`src/hdl/peq_pkg.sv`:
```
package peq_pkg;

    localparam int STREAK_TRIGGER = 5;
    localparam int WINDOW_SECONDS = 7;

    // field widths
    localparam int CODE_W  = 3;
    localparam int ANGLE_W = 12;
    localparam int RATIO_W = 12;
    localparam int STAMP_W = 48;
    localparam int CONF_W  = 12;
    localparam int KIND_W  = 2;
    localparam int WIN_W   = 11;
    localparam int FPS_W   = 8;
    localparam int GAP_W   = 16;
    localparam int STRK_W  = 8;
    localparam int CFG_IDX_W  = 2;
    localparam int CFG_DATA_W = 16;

    // slave tdata layout, lowest bit up
    localparam int IN_CODE_LO  = 0;
    localparam int IN_ANGLE_LO = IN_CODE_LO + CODE_W;
    localparam int IN_GOOD_LO  = IN_ANGLE_LO + ANGLE_W;
    localparam int IN_RATIO_LO = IN_GOOD_LO + 1;
    localparam int IN_DFLAG_LO = IN_RATIO_LO + RATIO_W;
    localparam int IN_STAMP_LO = IN_DFLAG_LO + 1;
    localparam int IN_CONF_LO  = IN_STAMP_LO + STAMP_W;
    localparam int IN_USED_W   = IN_CONF_LO + CONF_W;
    localparam int IN_DATA_W   = ((IN_USED_W + 7) / 8) * 8;

    // master tdata layout, lowest bit up
    localparam int OUT_STAMP_LO = 0;
    localparam int OUT_CONF_LO  = OUT_STAMP_LO + STAMP_W;
    localparam int OUT_WIN_LO   = OUT_CONF_LO + CONF_W;
    localparam int OUT_FPS_LO   = OUT_WIN_LO + WIN_W;
    localparam int OUT_USED_W   = OUT_FPS_LO + FPS_W;
    localparam int OUT_DATA_W   = ((OUT_USED_W + 7) / 8) * 8;

    // item kinds
    localparam logic OP_FRAME = 1'b0;
    localparam logic OP_CLEAR = 1'b1;

    // state codes
    localparam logic [CODE_W-1:0] ST_NONE       = 3'd0;
    localparam logic [CODE_W-1:0] ST_DROWSY     = 3'd1;
    localparam logic [CODE_W-1:0] ST_DISTRACTED = 3'd2;
    localparam logic [CODE_W-1:0] ST_ABSENT     = 3'd3;
    localparam logic [CODE_W-1:0] ST_FOCUS      = 3'd4;

    // event kinds
    localparam logic [KIND_W-1:0] EV_POSTURE = 2'd0;
    localparam logic [KIND_W-1:0] EV_DROWSY  = 2'd1;
    localparam logic [KIND_W-1:0] EV_ABSENT  = 2'd2;
    localparam logic [KIND_W-1:0] EV_FOCUS   = 2'd3;

    // register indexes
    localparam logic [CFG_IDX_W-1:0] CFG_NECK_LIMIT = 2'd0;
    localparam logic [CFG_IDX_W-1:0] CFG_EYE_LIMIT  = 2'd1;
    localparam logic [CFG_IDX_W-1:0] CFG_FPS        = 2'd2;
    localparam logic [CFG_IDX_W-1:0] CFG_MIN_GAP    = 2'd3;

    // register reset values
    localparam logic signed [ANGLE_W-1:0] NECK_LIMIT_RST = 12'sd300;
    localparam logic [RATIO_W-1:0]        EYE_LIMIT_RST  = 12'd860;
    localparam logic [FPS_W-1:0]          FPS_RST        = 8'd30;
    localparam logic [GAP_W-1:0]          MIN_GAP_RST    = 16'd10000;

    localparam logic [STRK_W-1:0] STREAK_MAX = {STRK_W{1'b1}};

    function automatic logic [WIN_W-1:0] window_len(input logic [FPS_W-1:0] fps);
        window_len = WIN_W'(WINDOW_SECONDS) * WIN_W'(fps);
    endfunction

endpackage

```
`src/hdl/posture_event_qualifier_top.sv`:
```
// Posture event qualifier.
// Slave stream: one transfer per analysed camera frame (tuser = 0) or a clear
// command (tuser = 1) that drops the cooldown and the last seen state.
// Master stream: one transfer per qualified event, after a post-roll of
// frames_per_second further frame transfers; window_frames is 7 * fps.
// Config channel: register index and data, always ready; write only while
// the block is idle.
// Throughput: one slave transfer per cycle unless the output stalls. The whole
// decision for a frame is a single pass of compares, 8-bit counters and one
// 48-bit subtract/compare (minimum gap) between the input register and the
// result register, so nothing loops back across cycles beyond the state registers.
// Path: the item is registered in the input register and its result, if any,
// is loaded into the output register once the result slot is free or draining.
// Stall: a stalled result holds in the output register; the input register
// still takes one more transfer, after which tready drops until the master
// side moves.
// Reset (synchronous, active low): config returns to 300 / 860 / 30 / 10000,
// all counters, cooldown, last state and pending event are cleared.
module posture_event_qualifier_top (
    input  logic                            i_clk,
    input  logic                            i_rst_n,
    // slave stream
    input  logic                            i_s_axis_tvalid,
    output logic                            o_s_axis_tready,
    // state_code[2:0], neck_tilt[14:3], posture_good[15], eye_ratio[27:16],
    // drowsy_flag[28], stamp_ms[76:29], confidence[88:77], zero pad to 96
    input  logic [peq_pkg::IN_DATA_W-1:0]   i_s_axis_tdata,
    // op[0]
    input  logic [0:0]                      i_s_axis_tuser,
    // master stream
    output logic                            o_m_axis_tvalid,
    input  logic                            i_m_axis_tready,
    // event_stamp_ms[47:0], event_confidence[59:48], window_frames[70:60],
    // fps_used[78:71], zero pad to 80
    output logic [peq_pkg::OUT_DATA_W-1:0]  o_m_axis_tdata,
    // event_kind[1:0]
    output logic [peq_pkg::KIND_W-1:0]      o_m_axis_tuser,
    // config write
    input  logic                            i_cfg_valid,
    output logic                            o_cfg_ready,
    input  logic [peq_pkg::CFG_IDX_W-1:0]   i_cfg_addr,
    input  logic [peq_pkg::CFG_DATA_W-1:0]  i_cfg_data
);
    import peq_pkg::*;

    // config registers
    logic signed [ANGLE_W-1:0] r_neck_limit;
    logic [RATIO_W-1:0]        r_eye_limit;
    logic [FPS_W-1:0]          r_fps;
    logic [GAP_W-1:0]          r_min_gap;

    // input register
    logic                    r_in_valid;
    logic                    r_in_op;
    logic [IN_DATA_W-1:0]    r_in_data;

    // qualifier state
    logic [CODE_W-1:0]  r_prior, n_prior;
    logic               r_cool, n_cool;
    logic [STRK_W-1:0]  r_pstrk, n_pstrk;
    logic [STRK_W-1:0]  r_dstrk, n_dstrk;
    logic [STAMP_W-1:0] r_last, n_last;
    logic               r_pend, n_pend;
    logic [KIND_W-1:0]  r_pend_kind, n_pend_kind;
    logic [STAMP_W-1:0] r_pend_stamp, n_pend_stamp;
    logic [CONF_W-1:0]  r_pend_conf, n_pend_conf;
    logic [FPS_W-1:0]   r_post, n_post;

    // result register
    logic                r_out_valid;
    logic [KIND_W-1:0]   r_out_kind;
    logic [STAMP_W-1:0]  r_out_stamp;
    logic [CONF_W-1:0]   r_out_conf;
    logic [WIN_W-1:0]    r_out_win;
    logic [FPS_W-1:0]    r_out_fps;

    logic                      advance;
    logic                      step;
    logic                      emit;
    logic                      arm_req;
    logic [KIND_W-1:0]         arm_kind;
    logic                      gap_ok;
    logic                      bad;
    logic                      sleepy;
    logic [STAMP_W-1:0]        diff;

    logic [CODE_W-1:0]         f_code;
    logic signed [ANGLE_W-1:0] f_angle;
    logic                      f_good;
    logic [RATIO_W-1:0]        f_ratio;
    logic                      f_dflag;
    logic [STAMP_W-1:0]        f_stamp;
    logic [CONF_W-1:0]         f_conf;

    assign f_code  = r_in_data[IN_CODE_LO  +: CODE_W];
    assign f_angle = r_in_data[IN_ANGLE_LO +: ANGLE_W];
    assign f_good  = r_in_data[IN_GOOD_LO];
    assign f_ratio = r_in_data[IN_RATIO_LO +: RATIO_W];
    assign f_dflag = r_in_data[IN_DFLAG_LO];
    assign f_stamp = r_in_data[IN_STAMP_LO +: STAMP_W];
    assign f_conf  = r_in_data[IN_CONF_LO  +: CONF_W];

    // pipeline moves whenever the result slot is free or being drained
    assign advance         = !r_out_valid || i_m_axis_tready;
    assign step            = r_in_valid && advance;
    assign o_s_axis_tready = !r_in_valid || advance;
    assign o_cfg_ready     = 1'b1;

    assign bad    = (f_angle > r_neck_limit) || !f_good;
    assign sleepy = (f_ratio < r_eye_limit) || f_dflag;

    // minimum gap: skipped with no event yet or with the stamp going back
    assign diff   = f_stamp - r_last;
    assign gap_ok = (r_last == '0) || (f_stamp < r_last) ||
                    (diff >= STAMP_W'(r_min_gap));

    always_comb begin
        n_prior      = r_prior;
        n_cool       = r_cool;
        n_pstrk      = r_pstrk;
        n_dstrk      = r_dstrk;
        n_last       = r_last;
        n_pend       = r_pend;
        n_pend_kind  = r_pend_kind;
        n_pend_stamp = r_pend_stamp;
        n_pend_conf  = r_pend_conf;
        n_post       = r_post;
        emit         = 1'b0;
        arm_req      = 1'b0;
        arm_kind     = EV_POSTURE;

        if (step) begin
            if (r_in_op == OP_CLEAR) begin
                n_cool  = 1'b0;
                n_prior = ST_NONE;
            end else begin
                // post-roll countdown of the pending event
                if (r_pend) begin
                    if (r_post <= FPS_W'(1)) begin
                        emit   = 1'b1;
                        n_pend = 1'b0;
                        n_post = '0;
                    end else begin
                        n_post = r_post - FPS_W'(1);
                    end
                end

                if (f_code != ST_NONE) begin
                    if (r_prior != f_code) begin
                        n_prior = f_code;
                        unique case (f_code)
                            ST_DROWSY: begin
                                arm_req  = 1'b1;
                                arm_kind = EV_DROWSY;
                            end
                            ST_DISTRACTED: begin
                                arm_req  = 1'b1;
                                arm_kind = EV_POSTURE;
                            end
                            ST_ABSENT: begin
                                arm_req  = 1'b1;
                                arm_kind = EV_ABSENT;
                            end
                            ST_FOCUS: begin
                                n_cool   = 1'b0;
                                arm_req  = (r_prior != ST_NONE);
                                arm_kind = EV_FOCUS;
                            end
                            default: begin
                            end
                        endcase
                    end
                end else begin
                    n_pstrk = bad ? ((r_pstrk != STREAK_MAX) ? r_pstrk + STRK_W'(1) : r_pstrk)
                                  : '0;
                    n_dstrk = sleepy ? ((r_dstrk != STREAK_MAX) ? r_dstrk + STRK_W'(1)
                                                                : r_dstrk)
                                     : '0;
                    if (r_cool) begin
                        if (n_pstrk == '0 && n_dstrk == '0) begin
                            n_cool = 1'b0;
                        end
                    end else if (n_pstrk >= STRK_W'(STREAK_TRIGGER)) begin
                        arm_req  = 1'b1;
                        arm_kind = EV_POSTURE;
                    end else if (n_dstrk >= STRK_W'(STREAK_TRIGGER)) begin
                        arm_req  = 1'b1;
                        arm_kind = EV_DROWSY;
                    end
                end

                // a new event replaces any pending one
                if (arm_req && gap_ok) begin
                    n_cool       = 1'b1;
                    n_last       = f_stamp;
                    n_pend       = 1'b1;
                    n_pend_kind  = arm_kind;
                    n_pend_stamp = f_stamp;
                    n_pend_conf  = f_conf;
                    n_post       = r_fps;
                end
            end
        end
    end

    // config registers
    always_ff @(posedge i_clk) begin
        if (!i_rst_n) begin
            r_neck_limit <= NECK_LIMIT_RST;
            r_eye_limit  <= EYE_LIMIT_RST;
            r_fps        <= FPS_RST;
            r_min_gap    <= MIN_GAP_RST;
        end else if (i_cfg_valid && o_cfg_ready) begin
            unique case (i_cfg_addr)
                CFG_NECK_LIMIT: r_neck_limit <= i_cfg_data[ANGLE_W-1:0];
                CFG_EYE_LIMIT:  r_eye_limit  <= i_cfg_data[RATIO_W-1:0];
                CFG_FPS:        r_fps        <= i_cfg_data[FPS_W-1:0];
                CFG_MIN_GAP:    r_min_gap    <= i_cfg_data[GAP_W-1:0];
                default: begin
                end
            endcase
        end
    end

    // input register
    always_ff @(posedge i_clk) begin
        if (!i_rst_n) begin
            r_in_valid <= 1'b0;
        end else if (o_s_axis_tready) begin
            r_in_valid <= i_s_axis_tvalid;
        end
    end

    always_ff @(posedge i_clk) begin
        if (i_s_axis_tvalid && o_s_axis_tready) begin
            r_in_op   <= i_s_axis_tuser[0];
            r_in_data <= i_s_axis_tdata;
        end
    end

    // qualifier state
    always_ff @(posedge i_clk) begin
        if (!i_rst_n) begin
            r_prior <= ST_NONE;
            r_cool  <= 1'b0;
            r_pstrk <= '0;
            r_dstrk <= '0;
            r_last  <= '0;
            r_pend  <= 1'b0;
            r_post  <= '0;
        end else begin
            r_prior <= n_prior;
            r_cool  <= n_cool;
            r_pstrk <= n_pstrk;
            r_dstrk <= n_dstrk;
            r_last  <= n_last;
            r_pend  <= n_pend;
            r_post  <= n_post;
        end
    end

    always_ff @(posedge i_clk) begin
        r_pend_kind  <= n_pend_kind;
        r_pend_stamp <= n_pend_stamp;
        r_pend_conf  <= n_pend_conf;
    end

    // result register
    always_ff @(posedge i_clk) begin
        if (!i_rst_n) begin
            r_out_valid <= 1'b0;
        end else if (advance) begin
            r_out_valid <= emit;
        end
    end

    always_ff @(posedge i_clk) begin
        if (emit) begin
            r_out_kind  <= r_pend_kind;
            r_out_stamp <= r_pend_stamp;
            r_out_conf  <= r_pend_conf;
            r_out_win   <= window_len(r_fps);
            r_out_fps   <= r_fps;
        end
    end

    assign o_m_axis_tvalid = r_out_valid;
    assign o_m_axis_tuser  = r_out_kind;
    assign o_m_axis_tdata  = {(OUT_DATA_W - OUT_USED_W)'(0),
                              r_out_fps, r_out_win, r_out_conf, r_out_stamp};

endmodule

```
`config.mk`:
```
export PLATFORM = sky130hd
export DESIGN_NAME = posture_event_qualifier_top
export DESIGN_NICKNAME = d
export VERILOG_FILES = /design/src/hdl/peq_pkg.sv /design/src/hdl/posture_event_qualifier_top.sv
export SDC_FILE = /design/constraint.sdc
export NUM_CORES = 1
export LEC_CHECK = 0
export BUFFER_PORTS_ARGS = -buffer_cell sky130_fd_sc_hd__buf_2
export CAP_MARGIN = 40
export CORE_MARGIN = 3
export CORE_UTILIZATION = 59
export DETAILED_ROUTE_END_ITERATION = 7
export GPL_TIMING_DRIVEN = 0
export PLACE_DENSITY = 0.84
export SLEW_MARGIN = 20
export SYNTH_ARGS = -nofsm -noshare
export SYNTH_HDL_FRONTEND = slang
export SYNTH_SLANG_ARGS = --single-unit
```
`constraint.sdc`:
```
create_clock -name i_clk -period 5.2 [get_ports i_clk]
set_input_delay 1.04 -clock i_clk [delete_from_list [all_inputs] [get_ports i_clk]]
set_output_delay 1.04 -clock i_clk [all_outputs]
set_load 0.02 [all_outputs]
```
==> impl_metrics.py, run 1 <==
metrics = {
    "floorplan": {
        "row_count": 64,
        "io_pins": 205,
        "initial_core_util_pct": 60.0,
        "die_y_um": 183,
        "dieArea_sq_um": 33300,
        "die_w_um": 183,
        "core_sq_um": 30700,
    },
    "layout": {
        "final_common_cell": "nand2_1",
        "final_nets": 2279,
        "drive_above_1_share_pct": 17.2,
        "final_cell_mix": "274 x nand2_1, 232 x edfxtp_1, 204 x buf_2, 131 x a21oi_1, 127 x dfxtp_1",
        "finalCoreUtilization_pct": 70.5,
        "syn2layout_area_growth_pct": 17.6,
    },
    "global_routing": {
        "gr-usage-all-layers_pct": 29.3,
        "grt_max_degree": 58,
        "grt_pass1_wl_um": 78500,
        "antenna_found_initial": 2,
        "grt_overflow": 0,
        "grt_pass1_vias": 14833,
    },
    "power": {
        "p_int_mw": 5.21,
        "swShare_pct": 26.7,
        "combPwrFrac_pct": 16.0,
        "vdd_ir_drop_max_uv": 306,
        "seq_power_share_pct": 45.4,
        "power.leakage_nw": 8.10,
        "clockPowerShare_pct": 38.6,
        "switching_power_mw": 1.89,
        "power_density_nw_per_um2": 328,
    },
    "min_path": {
        "worstHoldEndpoint": "r_out_conf[3]$_DFFE_PP_",
        "hp-start": "r_pend_conf[3]$_DFFE_PP_",
        "min_path_type": "register to register",
        "hold_path_depth": 0,
    },
    "clocking": {
        "cts_sinks": 359,
        "ctsHoldBuffers": 0,
        "clock_latency_ns": 0.52,
        "clock-root-buffer": "clkbuf_16",
        "cts_buffers": 37,
        "clk_path_buf_depth": 3,
        "cts_tree": "built",
        "clk_pin_slew_ns": 0.06,
        "cts_max_level": 2,
    },
    "yosys": {
        "synth_nets": 2029,
        "synth-edff-count": 232,
        "synth.distinct_cells": 87,
        "yosys_warnings": 0,
        "synth-main-ff-cell": "edfxtp_1",
        "syn_inst": 1799,
        "ys_ff_latch": 359,
        "synthesis.area_sq_um": 18400,
        "seq_area_frac_synth_pct": 51.7,
        "syn_area_per_cell_sq_um": 10.2,
        "synthArstFlopShare_pct": 0,
    },
    "timing": {
        "fin_crit_sh_pct": 97.8,
        "fmax_mhz": 197,
        "tns_ns": 0,
        "fin_skew_ns": 0.0122,
        "final_max_slew_viol_count": 0,
        "setup_violations": 0,
        "max_slew_margin_pct": 40.1,
        "finalHoldViolations": 0,
        "tightestPinTransition_ns": 0.890,
        "min_period_ns": 5.08,
    },
    "drt": {
        "drc": 0,
        "viasPerCell": 6.14,
        "wl_per_cell_um": 20.7,
        "dr.pass1.iters": 6,
        "wl_um": 51100,
        "postRouteAntennaNets": 0,
        "vias": 15205,
        "drtIter0Drc": 1366,
    },
    "worst_setup_path": {
        "critPathKind": "register to register",
        "crit_buf_inv": 2,
        "cp_max_fo": 18,
        "crit_family": "simple AND/OR/NAND/NOR gates",
        "cp.required_ns": 5.60,
        "startpoint_type": "register",
        "worst_path_max_delay_cell": "edfxtp_1",
        "crit_chain": "ha_4, nand4_1, or3_4, a21oi_2, nor2_1, xnor2_2, ha_1, a21o_1, a21oi_2, o22ai_1, nor4_2, o311ai_1, a2111oi_2, nand4_1, nor4_4, and2_4, a21o_4, inv_6, buf_16, mux2i_4",
        "cp-startpoint": "r_in_data[37]$_DFFE_PP_",
        "r2r_cells": 20,
        "worst-path-stages": 20,
        "crit_path_max_incr_delay_ns": 0.50,
        "regToRegStartpoint": "r_in_data[37]$_DFFE_PP_",
        "reg2reg_to": "r_last[40]$_SDFFE_PN0P_",
        "cp-end-kind": "register",
        "critPathArrivalTime_ns": 5.49,
        "regToRegSetupSlack_ns": 0.12,
    },
    "placed_design": {
        "gp_congestion": 0.990,
        "numPortBuffers": 193,
        "dp_hpwl_um": 37000,
    },
    "job": {
        "cap_violations": 0,
    },
    "run_status": {
        "status": "finished clean",
    },
}
==> cell families (layout without fill, tap and decap cells) <==
logic type	count (synthesis)	count (layout)	synth area share [%]
AND/OR/NAND/NOR	602	602	15.5
other	2	4	0.0408
AO/OA/AOI/OAI	427	427	15.4
adder cells (fa/ha/maj)	110	110	7.85
flip-flops	359	359	51.7
XOR/XNOR	39	39	1.86
buffers and inverters	203	482	4.55
multiplexers	57	57	3.11
==> worst reg2reg max path, stage by stage (launching register included) <==
cell and delay, ns:
edfxtp_1 0.50, ha_4 0.36, nand4_1 0.16, or3_4 0.37, a21oi_2 0.15, nor2_1 0.10, xnor2_2 0.26, ha_1 0.30
a21o_1 0.19, a21oi_2 0.21, o22ai_1 0.13, nor4_2 0.29, o311ai_1 0.17, a2111oi_2 0.33, nand4_1 0.27, nor4_4 0.32
and2_4 0.20, a21o_4 0.17, inv_6 0.11, buf_16 0.19, mux2i_4 0.21
==> flip-flops by register name, summed over array words and instances (netlist names) <==
signal	flops
r_last	48
r_post	8
r_out_win	11
r_in_data	89
r_fps	8
r_out_fps	7
r_out_stamp	48
o_m_axis_tvalid	1
r_in_valid	1
r_dstrk	8
r_eye_limit	12
r_pend	1
r_prior	3
r_pend_conf	12
r_out_conf	12
r_in_op	1
r_cool	1
r_neck_limit	12
o_m_axis_tuser	2
r_pend_stamp	48
r_pstrk	8
r_pend_kind	2
r_min_gap	16
==> power groups by stage <==
| stage | registers, mW | logic [mW] | clock network [mW] |
|---|---|---|---|
| after detailed placement | 3.28 | 1.04 | 0 |
| after global routing | 3.23 | 1.24 | 2.88 |
| after global placement | 3.28 | 1.01 | 0 |
| final | 3.22 | 1.14 | 2.74 |
| after CTS | 3.22 | 1.07 | 2.77 |
| after floorplan | 3.25 | 0.721 | 0 |
==> layout make-up <==
type / instances / area, sq um
Antenna cell: 2 / 5.00
Buffer: 79 / 385
Clock buffer: 51 / 1060
Clock inverter: 17 / 198
Fill cell: 2228 / 9040
Inverter: 124 / 470
Multi-Input combinational cell: 1237 / 8330
Sequential cell: 359 / 9510
Tap cell: 396 / 495
Timing Repair Buffer: 211 / 1170
==> metal layers <==
metal / vias to the layer above / GRT usage (%) / share of wire (%)
met5: - / 0 / 0
met4: 0 / 10.7 / 3.5
met2: 682 / 46.8 / 46
met3: 135 / 3.61 / 7.9
li1: 7096 / - / -
met1: 7292 / 41.5 / 43
==> Yosys cell counts (12+ instances only) <==
cell / instances / area (sq um)
o21a_1: 22 / 165
clkbuf_1: 57 / 214
a31oi_1: 16 / 100
nand2b_1: 12 / 75.1
edfxtp_1: 232 / 6970
nand3_1: 30 / 150
a21o_1: 30 / 225
ha_1: 101 / 1260
nand2_1: 275 / 1030
dfxtp_1: 127 / 2540
and2_1: 13 / 81.3
o21ai_0: 62 / 310
mux2i_1: 56 / 561
nor2_1: 91 / 342
xnor2_1: 29 / 254
inv_1: 122 / 458
nor4_1: 28 / 175
nor3_1: 40 / 200
a21oi_1: 136 / 681
o211ai_1: 29 / 218
nand4_1: 42 / 263
a211oi_1: 20 / 150
o21bai_1: 13 / 97.6
==> what timing repair did <==
| item | CTS | global route |
|---|---|---|
| endpoints found under the setup margin | 120 | 116 |
| buffers inserted | 4 | 5 |
| gates resized for setup | 14 | 43 |
| pin swaps | 5 | 16 |
| cloned | 1 | 1 |
| endpoints found under the hold margin | 0 | 0 |
==> how the worst max path moves through the flow <==
| stage | to | slack (ns) |
|---|---|---|
| after floorplan | r_pend_conf[0]$_DFFE_PP_ | 0.69 |
| after global placement | r_pend_stamp[23]$_DFFE_PP_ | -0.62 |
| after detailed placement | r_last[44]$_SDFFE_PN0P_ | -0.77 |
| after CTS | r_pend_stamp[18]$_DFFE_PP_ | 0.01 |
| after global routing | r_last[40]$_SDFFE_PN0P_ | -0.005 |
| final | r_last[40]$_SDFFE_PN0P_ | 0.12 |
==> metrics by stage <==
stage / hold slack, ns / instance area (sq um) / worst slack (ns) / std cells / total power, mW
after CTS: 0.417 / 21300 / 0.0142 / 2463 / 7.06
after global routing: 0.418 / 21600 / -0.00455 / 2475 / 7.35
after detailed placement: 0.405 / 19900 / -0.773 / 2390 / 4.32
after global placement: 0.401 / 19900 / -0.623 / 2388 / 4.28
after floorplan: 0.400 / 18400 / 0.688 / 1799 / 3.97
final: 0.417 / 21600 / 0.117 / 2476 / 7.10
Power figures use the tool's default switching activity.
==> run 2, diff against run 1 <==
--- a/config.mk
+++ b/config.mk
@@ -11,7 +11,7 @@
 export CORE_UTILIZATION = 59
 export DETAILED_ROUTE_END_ITERATION = 7
 export GPL_TIMING_DRIVEN = 0
-export PLACE_DENSITY = 0.84
+export PLACE_DENSITY = 0.8
 export SLEW_MARGIN = 20
 export SYNTH_ARGS = -nofsm -noshare
 export SYNTH_HDL_FRONTEND = slang
==> run 2 against run 1 <==
Net effect:
- via count is 1.8% lower
- global-route usage down 0.81 points
- sequential share of layout area is 0.22 points higher
- largest power group unchanged
- highest routed layer unchanged
==> impl_metrics.py, run 2 (synthesis gave the netlist of run 1 again) <==
metrics = {
    "timing": {
        "fin_ws_ns": 0.165,
        "setup_violations": 0,
        "tightestPinTransition_ns": 0.961,
        "finalHoldViolations": 0,
        "fin_skew_ns": 0.0218,
        "max_slew_margin_pct": 35.3,
        "min_period_ns": 5.04,
        "fmax_mhz": 199,
        "final_max_slew_viol_count": 0,
        "fin_crit_sh_pct": 96.8,
    },
    "worst_setup_path": {
        "startpoint_type": "register",
        "critPathArrivalTime_ns": 5.46,
        "r2r_cells": 24,
        "crit_family": "compound AO/OA/AOI/OAI gates",
        "crit_buf_inv": 3,
        "cp_max_fo": 10,
        "cp.required_ns": 5.62,
        "cp-end-kind": "register",
        "reg2reg_to": "r_last[35]$_SDFFE_PN0P_",
        "worst_path_max_delay_cell": "edfxtp_1",
        "regToRegStartpoint": "r_in_data[29]$_DFFE_PP_",
        "regToRegSetupSlack_ns": 0.16,
        "crit_path_max_incr_delay_ns": 0.41,
        "critPathKind": "register to register",
        "crit_chain": "inv_1, ha_1, fa_2, nor2b_4, o31a_1, nor2_1, o21ai_2, a21o_1, a21oi_1, xnor2_1, ha_1, nand2_1, o21a_1, o31ai_1, o21ai_2, o311ai_1, a2111oi_2, nand4_1, nor4_4, and2_4, a21o_4, inv_6, buf_6, mux2i_2",
    },
    "min_path": {
        "worstHoldEndpoint": "r_out_stamp[8]$_DFFE_PP_",
        "hp-start": "r_pend_stamp[8]$_DFFE_PP_",
        "min_path_type": "register to register",
        "hold_path_depth": 0,
    },
    "clocking": {
        "clock_latency_ns": 0.53,
        "cts_tree": "built",
        "clk_path_buf_depth": 3,
        "clk_pin_slew_ns": 0.07,
        "cts_sinks": 359,
        "cts_max_level": 2,
        "clock-root-buffer": "clkbuf_16",
        "cts_buffers": 36,
    },
    "job": {
        "cap_violations": 0,
    },
    "floorplan": {
        "row_count": 64,
        "dieArea_sq_um": 33300,
        "die_y_um": 183,
        "core_sq_um": 30700,
        "die_w_um": 183,
        "io_pins": 205,
        "initial_core_util_pct": 60.0,
    },
    "placed_design": {
        "place_ws_ns": -0.857,
        "dp_hpwl_um": 36100,
        "gp_congestion": 1.01,
        "numPortBuffers": 193,
        "placed_area_sq_um": 19900,
        "post-place-cells": 2390,
    },
    "global_routing": {
        "grt_pass1_wl_um": 76500,
        "antenna_found_initial": 0,
        "gr-usage-all-layers_pct": 28.5,
        "grt_max_degree": 58,
        "grt_overflow": 0,
        "grt_pass1_vias": 14580,
    },
    "drt": {
        "drc": 0,
        "wl_per_cell_um": 20.1,
        "postRouteAntennaNets": 0,
        "drtIter0Drc": 1313,
        "wl_um": 49600,
        "dr.pass1.iters": 5,
        "viasPerCell": 6.04,
        "vias": 14924,
    },
    "power": {
        "power.leakage_nw": 8.06,
        "vdd_ir_drop_max_uv": 313,
        "power_density_nw_per_um2": 321,
    },
    "layout": {
        "final_cell_mix": "274 x nand2_1, 232 x edfxtp_1, 204 x buf_2, 131 x a21oi_1, 127 x dfxtp_1",
        "final_cell_area_sq_um": 21500,
        "fin_cells": 2471,
        "largest_reg_flops": 89,
        "syn2layout_area_growth_pct": 17.0,
        "final_common_cell": "nand2_1",
        "drive_above_1_share_pct": 16.9,
        "final_nets": 2278,
        "antenna_cells": 0,
        "regMostFlops": "r_in_data",
    },
    "run_status": {
        "status": "finished clean",
    },
}
## run 2: timing repair
| item | 4_1_cts | 5_1_grt |
|---|---|---|
| resized for setup | 16 | 38 |
| endpoints found under the setup margin | 120 | 116 |
| hold buffers | 0 | 0 |
| pin swaps | 6 | 11 |
| buffers inserted | 4 | 6 |
| cloned | 1 | 2 |
## run 2: metrics by stage
stage	power, mW	utilization [%]	hold WS (ns)	TNS, ns
6_report	6.91	70.2	0.414	0
5_1_grt	7.18	70.2	0.419	-0.540
4_1_cts	6.89	69.2	0.413	0
3_5_place_dp	4.31	65.0	0.405	-86.10
3_3_place_gp	4.28	64.7	0.400	-89.49
2_1_floorplan	3.97	-	0.400	0
## run 2: how the worst max path moves through the flow
stage	from	end	cells after the start
6_report	r_in_data[29]$_DFFE_PP_	r_last[35]$_SDFFE_PN0P_	24
5_1_grt	r_in_data[30]$_DFFE_PP_	r_last[35]$_SDFFE_PN0P_	22
4_1_cts	r_in_data[29]$_DFFE_PP_	r_last[35]$_SDFFE_PN0P_	24
3_5_place_dp	r_in_data[29]$_DFFE_PP_	r_last[41]$_SDFFE_PN0P_	24
3_3_place_gp	r_in_data[29]$_DFFE_PP_	r_pend_stamp[19]$_DFFE_PP_	23
2_1_floorplan	r_in_data[29]$_DFFE_PP_	r_pend_conf[0]$_DFFE_PP_	23
## run 2: power breakdown
part / internal, mW / total (mW) / switching [mW]
combinational: 0.425 / 1.13 / 0.703
sequential: 3.14 / 3.22 / 0.0741
clock: 1.49 / 2.57 / 1.07
total: 5.06 / 6.91 / 1.85
## run 2: layout make-up
cell class              instances  area (sq um)
inverters                     124           470
multi-input cells            1237          8310
well taps                     396           495
fillers                      2227          9150
clock inverters                12           124
repair buffers                211          1190
clock buffers                  53          1040
flip-flops and latches        359          9510
plain buffers                  79           385
## run 2: layer usage
metal  wire length, um  part of all wire, %  up-vias  global-route usage (%)
met3              3620                  7.3      125                    4.01
li1                  -                    -     7087                       -
met2             22700                   46      610                    45.7
met4              1750                  3.5        0                    9.90
met1             21600                   43     7102                    40.1
met5                 0                    0        -                       0
